[src/rtl/core/assert_macros.svh]
// assertion macros shared by the rtl of the link receiver
// no dependencies; active only when SYNTHESIS is not defined
`ifndef ASSERT_MACROS_SVH
`define ASSERT_MACROS_SVH
`ifndef SYNTHESIS
// property holds in the same cycle
`define FTLR_ASSERT(lbl, clk, rst_n, ante, cons, msg) \
	lbl: assert property (@(posedge clk) disable iff (!rst_n) (ante) |-> (cons)) else $error(msg);
// property holds in the following cycle
`define FTLR_ASSERT_NEXT(lbl, clk, rst_n, ante, cons, msg) \
	lbl: assert property (@(posedge clk) disable iff (!rst_n) (ante) |=> (cons)) else $error(msg);
`else
`define FTLR_ASSERT(lbl, clk, rst_n, ante, cons, msg)
`define FTLR_ASSERT_NEXT(lbl, clk, rst_n, ante, cons, msg)
`endif
`endif

[src/rtl/core/ftlr_pkg.sv]
// types and constants of the framed target link receiver
// no dependencies; imported by the parser and the top level
package ftlr_pkg;

	// request kind carried in s_tuser
	typedef enum logic {
		OP_BYTE = 1'b0,
		OP_TICK = 1'b1
	} op_t;

	// configuration register indexes
	localparam logic [1:0] CFG_HEADER  = 2'd0;
	localparam logic [1:0] CFG_TRAILER = 2'd1;
	localparam logic [1:0] CFG_TIMEOUT = 2'd2;

	// register reset values
	localparam logic [7:0] HEADER_RST  = 8'h88;
	localparam logic [7:0] TRAILER_RST = 8'h22;
	localparam logic [7:0] TIMEOUT_RST = 8'd60;

	// frame layout: header, then ten body bytes, eight of them data
	localparam logic [3:0] FRAME_BODY_LEN = 4'd10;
	localparam logic [3:0] DATA_BYTES     = 4'd8;

	// published values after reset
	localparam logic signed [15:0] SIZE_RST = 16'sd50;

	// frame completion event from the parser
	typedef struct packed {
		logic        done;
		logic [63:0] frame;
	} parse_evt_t;

endpackage

[src/rtl/core/framed_target_link_receiver.sv]
// Framed target link receiver. Each request is a serial byte (s_tuser = 0) or a
// periodic tick (s_tuser = 1) and produces exactly one result: the link flag, the
// last published target box and the published frame count. One request is taken
// every clock cycle while the result side is not stalled; a result is produced through
// the input register, then the state registers that also form the result register,
// and m_tready low stalls the input side once the input and result registers are full.
// A frame is a header byte, eight data bytes (four little-endian signed 16-bit
// values x, y, width, height), one ignored byte and the trailer byte; it is
// published on the next tick. Configuration writes take effect on the next cycle.
// depends on ftlr_pkg, ftlr_frame_parser and assert_macros.svh
`include "assert_macros.svh"
module framed_target_link_receiver import ftlr_pkg::*; (
	input  logic        clk,
	input  logic        arst_n,
	// request stream
	input  logic        s_tvalid,
	output logic        s_tready,
	input  logic [7:0]  s_tdata,  // [7:0] rx_byte
	input  logic        s_tuser,  // [0] op
	// result stream
	output logic        m_tvalid,
	input  logic        m_tready,
	// [0] link_up, [16:1] target_x, [32:17] target_y, [48:33] target_width,
	// [64:49] target_height, [72:65] frames_seen, [79:73] zero
	output logic [79:0] m_tdata,
	// configuration writes
	input  logic        cfg_we,
	input  logic [1:0]  cfg_index,
	input  logic [7:0]  cfg_data
);

	logic [7:0] header_q;
	logic [7:0] trailer_q;
	logic [7:0] timeout_q;

	logic       valid_s1;
	op_t        op_s1;
	logic [7:0] byte_s1;

	logic       m_tvalid_q;
	logic       advance;
	logic       proc;

	parse_evt_t evt;

	logic [63:0]       pending_q;
	logic [7:0]        ticks_q;
	logic signed [15:0] pub_x_q;
	logic signed [15:0] pub_y_q;
	logic signed [15:0] pub_w_q;
	logic signed [15:0] pub_h_q;
	logic [7:0]        frame_cnt_q;
	logic              link_q;

	logic [7:0] ticks_inc;
	logic       publish;
	logic       drop;

	// configuration registers
	always_ff @(posedge clk or negedge arst_n) begin
		if (!arst_n) begin
			header_q  <= HEADER_RST;
			trailer_q <= TRAILER_RST;
			timeout_q <= TIMEOUT_RST;
		end else if (cfg_we) begin
			case (cfg_index)
				CFG_HEADER:  header_q  <= cfg_data;
				CFG_TRAILER: trailer_q <= cfg_data;
				CFG_TIMEOUT: timeout_q <= cfg_data;
				default: ;
			endcase
		end
	end

	// handshake: state and result advance together
	assign advance  = !m_tvalid_q || m_tready;
	assign s_tready = !valid_s1 || advance;
	assign proc     = valid_s1 && advance;
	assign m_tvalid = m_tvalid_q;

	// input register
	always_ff @(posedge clk or negedge arst_n) begin
		if (!arst_n) begin
			valid_s1 <= 1'b0;
		end else if (s_tready) begin
			valid_s1 <= s_tvalid;
		end
	end

	always_ff @(posedge clk) begin
		if (s_tready && s_tvalid) begin
			op_s1   <= op_t'(s_tuser);
			byte_s1 <= s_tdata;
		end
	end

	// frame parser
	ftlr_frame_parser u_parser (
		.clk          (clk),
		.arst_n       (arst_n),
		.byte_en      (proc && op_s1 == OP_BYTE),
		.rx_byte      (byte_s1),
		.header_byte  (header_q),
		.trailer_byte (trailer_q),
		.evt          (evt)
	);

	// tick count with saturation, publish and timeout decisions
	always_comb begin
		ticks_inc = (ticks_q != 8'hFF) ? ticks_q + 8'd1 : ticks_q;
		publish   = ticks_inc == 8'd1;
		drop      = ticks_inc >= timeout_q;
	end

	// link state and published values, also the result register
	always_ff @(posedge clk or negedge arst_n) begin
		if (!arst_n) begin
			pending_q   <= '0;
			ticks_q     <= 8'd1;
			pub_x_q     <= '0;
			pub_y_q     <= '0;
			pub_w_q     <= SIZE_RST;
			pub_h_q     <= SIZE_RST;
			frame_cnt_q <= '0;
			link_q      <= 1'b0;
			m_tvalid_q  <= 1'b0;
		end else begin
			if (advance) begin
				m_tvalid_q <= valid_s1;
			end
			if (proc) begin
				if (op_s1 == OP_TICK) begin
					ticks_q <= drop ? 8'd1 : ticks_inc;
					// a publishing tick that also times out leaves the link down
					if (publish) begin
						pub_x_q     <= pending_q[15:0];
						pub_y_q     <= pending_q[31:16];
						pub_w_q     <= pending_q[47:32];
						pub_h_q     <= pending_q[63:48];
						frame_cnt_q <= frame_cnt_q + 8'd1;
						link_q      <= !drop;
					end else if (drop) begin
						link_q <= 1'b0;
					end
				end else if (evt.done) begin
					pending_q <= evt.frame;
					ticks_q   <= '0;
				end
			end
		end
	end

	assign m_tdata = {7'd0, frame_cnt_q, pub_h_q, pub_w_q, pub_y_q, pub_x_q, link_q};

	// bytes never publish, and a stalled input side means the input register is full
	`FTLR_ASSERT_NEXT(a_byte_no_publish, clk, arst_n, proc && op_s1 == OP_BYTE, $stable(frame_cnt_q) && $stable(pub_x_q), "byte request changed published state")
	`FTLR_ASSERT(a_stall_full, clk, arst_n, !s_tready, valid_s1 && m_tvalid_q && !m_tready, "input stalled without a full pipeline")
	`FTLR_ASSERT_NEXT(a_accepted_flows, clk, arst_n, proc, m_tvalid_q, "processed request gave no result")

endmodule

[src/rtl/core/ftlr_frame_parser.sv]
// serial frame parser: header hunt, body byte count, data staging, trailer check
// depends on ftlr_pkg
module ftlr_frame_parser import ftlr_pkg::*; (
	input  logic       clk,
	input  logic       arst_n,
	input  logic       byte_en,
	input  logic [7:0] rx_byte,
	input  logic [7:0] header_byte,
	input  logic [7:0] trailer_byte,
	output parse_evt_t evt
);

	logic        collecting_q;
	logic [3:0]  byte_index_q;
	logic [63:0] staging_q;
	logic [3:0]  idx_next;
	logic        body_end;

	assign idx_next = byte_index_q + 4'd1;
	assign body_end = idx_next >= FRAME_BODY_LEN;

	// hunt / collect control
	always_ff @(posedge clk or negedge arst_n) begin
		if (!arst_n) begin
			collecting_q <= 1'b0;
			byte_index_q <= '0;
		end else if (byte_en) begin
			if (!collecting_q) begin
				if (rx_byte == header_byte) begin
					collecting_q <= 1'b1;
					byte_index_q <= '0;
				end
			end else if (body_end) begin
				collecting_q <= 1'b0;
				byte_index_q <= '0;
			end else begin
				byte_index_q <= idx_next;
			end
		end
	end

	// data bytes shift in from the top, first data byte ends in the low byte
	always_ff @(posedge clk) begin
		if (byte_en && collecting_q && idx_next <= DATA_BYTES) begin
			staging_q <= {rx_byte, staging_q[63:8]};
		end
	end

	// frame accepted on a matching trailer
	always_comb begin
		evt.done  = byte_en && collecting_q && body_end && (rx_byte == trailer_byte);
		evt.frame = staging_q;
	end

endmodule
[config.mk]
export PLATFORM = sky130hd
export DESIGN_NAME = framed_target_link_receiver
export DESIGN_NICKNAME = d
export VERILOG_FILES = /design/src/rtl/core/ftlr_pkg.sv /design/src/rtl/core/framed_target_link_receiver.sv /design/src/rtl/core/ftlr_frame_parser.sv
export VERILOG_INCLUDE_DIRS = /design/src /design/src/rtl/core
export SDC_FILE = /design/constraint.sdc
export NUM_CORES = 1
export LEC_CHECK = 0
export BUFFER_PORTS_ARGS = -buffer_cell sky130_fd_sc_hd__buf_2
export CORE_ASPECT_RATIO = 0.9
export CORE_UTILIZATION = 25
export DETAILED_ROUTE_END_ITERATION = 10
export SLEW_MARGIN = 15
export SYNTH_ARGS = -nofsm -noshare
export SYNTH_HDL_FRONTEND = slang
export SYNTH_SLANG_ARGS = --single-unit
[constraint.sdc]
create_clock -name clk -period 10.1 [get_ports clk]
set_clock_uncertainty 0.2 [all_clocks]
set_input_delay 2.02 -clock clk [delete_from_list [all_inputs] [get_ports clk]]
set_output_delay 2.02 -clock clk [all_outputs]
set_load 0.03 [all_outputs]
# [Word level (Yosys, flattened, before mapping)]
# Index checks and enable logic that the tools add are counted.
[classes] add_sub_neg=3 order_cmp=3 eq_ne=6 muxes=12 bitwise=1 n_reduce_logical=24
[op_table] operator="$mux 8" count=4
[op_table] operator="$add 8x1->8 const B" count=2
[op_table] operator="$eq 8x8->1" count=2
[op_table] operator="$mux 4" count=3
[op_table] operator="$reduce_and 2->1" count=5
[op_table] operator="$reduce_and 3->1" count=3
[op_table] operator="$eq 8x1->1 const B" count=1
[op_table] operator="$ge 8x8->1" count=1
[op_table] operator="$ne 8x8->1 const B" count=1
[op_table] operator="$logic_and 1x1->1" count=7
[op_table] operator="$reduce_bool 2->1" count=3
[op_table] operator="$mux 1" count=5
[op_table] operator="$add 4x1->4 const B" count=1
[op_table] operator="$ge 4x4->1 const B" count=1
[op_table] operator="$le 4x4->1 const B" count=1
[op_table] operator="$logic_not 1->1" count=3
[op_table] operator="$eq 2x1->1 const B" count=1
[op_table] operator="$eq 2x2->1 const B" count=1
[op_table] operator="$logic_not 2->1" count=1
[op_table] operator="$logic_or 1x1->1" count=2
[op_table] operator="$not 1->1" count=1
[totals] register_bits=249 inputBits=24 out_inout_bits=82

# [Logic depth before layout (Yosys ltp)]
[depth] word_depth=9 mapped_depth=14

# [Hierarchy]
# A second synthesis with hierarchy kept.
[unflattened] hier_cells=615 area_unflattened_um2=9914.5
[by_module_without_submodules] module="framed_target_link_receiver" instances=1 cells_per_inst=492 area_each_um2=7473.4
[by_module_without_submodules] module="ftlr_frame_parser" instances=1 cells_per_inst=123 area_each_um2=2441.1

# [Least setup slack after synthesis]
# OpenSTA, ideal clock, no wires.
[synth_timing] kind="input -> register" from="input port m_tready" to="register u_parser.staging_q[0], enable pin" setup_ps=487 arrival_ps=5055 t_required_ps=9413 path_slack_ps=4357 cell_stages=4 cell_sequence="nor2b_1 -> nor3_2 -> nand2_1 -> nor2_1"
[synth_between] elab_chain_len=5
[synth_rtl] element="start: declaration" line_no="framed_target_link_receiver.sv:22" source="input logic m_tready,"
[synth_rtl] element="$logic_or 1x1->1" line_no="framed_target_link_receiver.sv:76" source="assign advance = !m_tvalid_q || m_tready;"
[synth_rtl] element="$logic_and 1x1->1" line_no="framed_target_link_receiver.sv:78" source="assign proc = valid_s1 && advance;"
[synth_rtl] element="$logic_and 1x1->1" line_no="framed_target_link_receiver.sv:101" source=".byte_en (proc && op_s1 == OP_BYTE),"
[synth_rtl] element="$logic_and 1x1->1 (2 in a row)" line_no="ftlr_frame_parser.sv:44" source="if (byte_en && collecting_q && idx_next <= DATA_BYTES) begin"
[synth_rtl] element="end signal: assignment" line_no="ftlr_frame_parser.sv:45" source="staging_q <= {rx_byte, staging_q[63:8]};"
[synth_rtl] element="end: declaration" line_no="ftlr_frame_parser.sv:15" source="logic [63:0] staging_q;"
# No other way between the ends.
# A chain may end at the register's enable or synchronous reset.

# [Final worst setup path]
[layout_timing] from="input port m_tready" to="output port s_tready"
[layout_between] elab_chain_len=2
[layout_rtl] element="$logic_or 1x1->1" line_no="framed_target_link_receiver.sv:76"
[layout_rtl] element="$logic_or 1x1->1" line_no="framed_target_link_receiver.sv:77" source="assign s_tready = !valid_s1 || advance;"
[layout_rtl] element="end: declaration" line_no="framed_target_link_receiver.sv:17" source="output logic s_tready,"
# No other way between the ends.

==> results.cfg <==
[synth]
synth_edf_count = 73
synthTopCellsByArea = dfrtp_1 41%, edfxtp_1 23%, mux2_2 18%
synth_top_area_frac = 0.4139
netlist_area_sq_um = 9733
yosysWarnings = 0
synth_cells = 610
synth_area_per_cell_sq_um = 15.96
ys.flop_type = dfrtp_1
yosys.area.top_type = dfrtp_1
seq_area_frac_synth = 0.6797
async_reset_ff_frac = 0.7068
synth.distinct_cells = 43
yosys_register_bits = 249

[sta]
rsz0062_at_grt = false
fin_tns_setup_ps = 0
slew_headroom = 0.3126
hold_viol = 0
post-route-min-period_ps = 4913
fin_crit_sh = 0.4865
fmax_ghz = 0.2035
maxSlewViolCount = 0
worst_pin_slew_ps = 1031
setup_violations = 0

[grt]
grt_usage = 0.09507
grt_pass1_wl_mm = 29.79
antenna_found_initial = 0
grt_max_degree = 113
grt_pass1_vias = 5269
gr-total-overflow = 0

[detailed_routing]
avgViaCountPerCell = 4.101
drc_errors = 0
dr.pass1.iters = 6
dr.first_iter.drc_count = 257
wire_per_inst_microns = 14.55
wirelength_mm = 18.46
vias = 5204
postRouteAntennaNets = 0

[clock_tree]
ctsHoldBuffers = 0
clk_pin_slew_ps = 60
cts_tree = yes
cts_root_buffer = clkbuf_16
cts_buffers = 28
cts.sinks = 249
cts_resized = 0
insertion_delay_ps = 550
cts_max_level = 1
cts_buffer_depth = 3
post_cts_buffers = 0

[cells_and_area]
area.growth.synth_to_final_pct = 19.62
final_cell_mix = 161 x dfrtp_1, 154 x mux2_2, 97 x buf_2
mostFrequentLayoutCell = dfrtp_1
fin_nets = 758
layout.cells.non_filler = 1269
antenna_cells = 0
drive_above_1_share = 0.4315

[floorplan]
die_h_microns = 189.2
core_sq_um = 38370
num_rows = 68
io-pin-count = 106
design.die.area_sq_um = 39730
die_w_microns = 210.0
start_util = 0.2537

[placed_design]
gp_congestion = 0.7440
dp.cells = 1217
dp.final_hpwl_mm = 11.41
io_buffer_count = 98

[worst_setup_path]
cp-start-kind = primary input
crit_arrival_ps = 2690
cp.required_ps = 7880
crit_path_end_kind = primary output
critPathKind = primary input to primary output
critPathMaxFanout = 3

[job]
drv_cap = 0

[power]
power.density_nw_per_um2 = 198.6
p_leak_nw = 5.344
ir_drop_uv = 117.6
total_power_mw = 2.312

[outcome]
outcome = complete, no violations

[hold_path]
hold_class = register to register
registers in the layout, summed over array words and instances, names as in the netlist:
signal and cells:
u_parser.collecting_q 1, valid_s1 1, pub_h_q 16, pub_y_q 16
ticks_q 8, pending_q 64, link_q 1, timeout_q 8
u_parser.staging_q 64, pub_w_q 16, m_tvalid 1, u_parser.byte_index_q 4
trailer_q 8, pub_x_q 16, byte_s1 8, header_q 8
op_s1 1, frame_cnt_q 8
cell type report:
| type | instances | area, sq um |
|---|---|---|
| flip-flops and latches | 249 | 6615 |
| clock inverters | 15 | 122.6 |
| clock buffers | 37 | 754.5 |
| repair buffers | 102 | 529.3 |
| well taps | 525 | 656.9 |
| multi-input cells | 323 | 2897 |
| inverters | 18 | 67.56 |
| fillers | 3811 | 26730 |
stage by stage:
| step | util | setup WS, ps | cell area [sq um] | hold WS (ps) |
|---|---|---|---|---|
| 5_1_grt | 0.3034 | 5151 | 11640 | 226.7 |
| 2_1_floorplan | - | 4357 | 9756 | 220.4 |
| 4_1_cts | 0.3033 | 5185 | 11640 | 229.4 |
| 6_report | 0.3034 | 5187 | 11640 | 232.9 |
| 3_5_place_dp | 0.2804 | 5188 | 10760 | 229.1 |
| 3_3_place_gp | 0.2804 | 5245 | 10760 | 223.4 |
routing by layer:
metal | up-vias | share of wire | global-route usage
li1 | 2415 | - | -
met1 | 2641 | 0.49 | 0.1343
met2 | 115 | 0.43 | 0.1416
met3 | 33 | 0.055 | 0.02587
met4 | 0 | 0.024 | 0.02779
met5 | - | 0 | 0
critical path, stage by stage:
cell and delay (ps):
buf_2 100, nor2b_1 250, nand2_1 130, buf_2 190
logic make-up (layout without fill, tap and decap cells):
logic type | Yosys count | after routing | share of synthesized area
flip-flops | 249 | 249 | 0.6796
AND/OR/NAND/NOR | 81 | 81 | 0.04448
multiplexers | 156 | 156 | 0.1802
other | 1 | 7 | 0.0003853
AO/OA/AOI/OAI | 40 | 40 | 0.02815
XOR/XNOR | 26 | 26 | 0.02340
adder cells (fa/ha/maj) | 13 | 13 | 0.01645
buffers and inverters | 44 | 172 | 0.02725
power by group:
part | switching, mW | internal (mW) | total [mW]
logic | 0.126 | 0.0900 | 0.216
clock network | 0.411 | 0.554 | 0.965
registers | 0.0439 | 1.09 | 1.13
total | 0.581 | 1.73 | 2.31
synthesized netlist by cell type (2+ instances only):
master	number
o221ai_1	2
nor3b_1	2
and3_1	8
mux2_2	154
nand3b_1	2
nand2b_1	3
buf_2	5
xor2_1	7
mux2i_1	2
o2bb2ai_1	5
buf_4	11
dfrtp_1	161
clkbuf_1	3
nor2_1	12
buf_6	7
xnor2_1	19
and2_1	2
nand2_1	21
ha_1	12
nor2b_1	3
nand3_1	13
edfxtp_1	73
nand4_1	7
nor3_1	2
inv_1	18
o21ai_0	16
o211ai_1	4
a21oi_1	7
dfstp_2	15
final timing paths:
check                                           end  cells past startpoint                    from  slack (ps)
setup / recovery                           s_tready                      4                m_tready        5190
hold / removal               u_parser.staging_q[33]                      0  u_parser.staging_q[41]         230
setup reg to reg                         ticks_q[3]                     12              ticks_q[0]        6420
max in group asynchronous  u_parser.byte_index_q[0]                      2                  arst_n        6860
min in group asynchronous              pending_q[7]                      1                  arst_n        1400
hold reg to reg              u_parser.staging_q[33]                      0  u_parser.staging_q[41]         230
(Power assumes the default switching activity.)
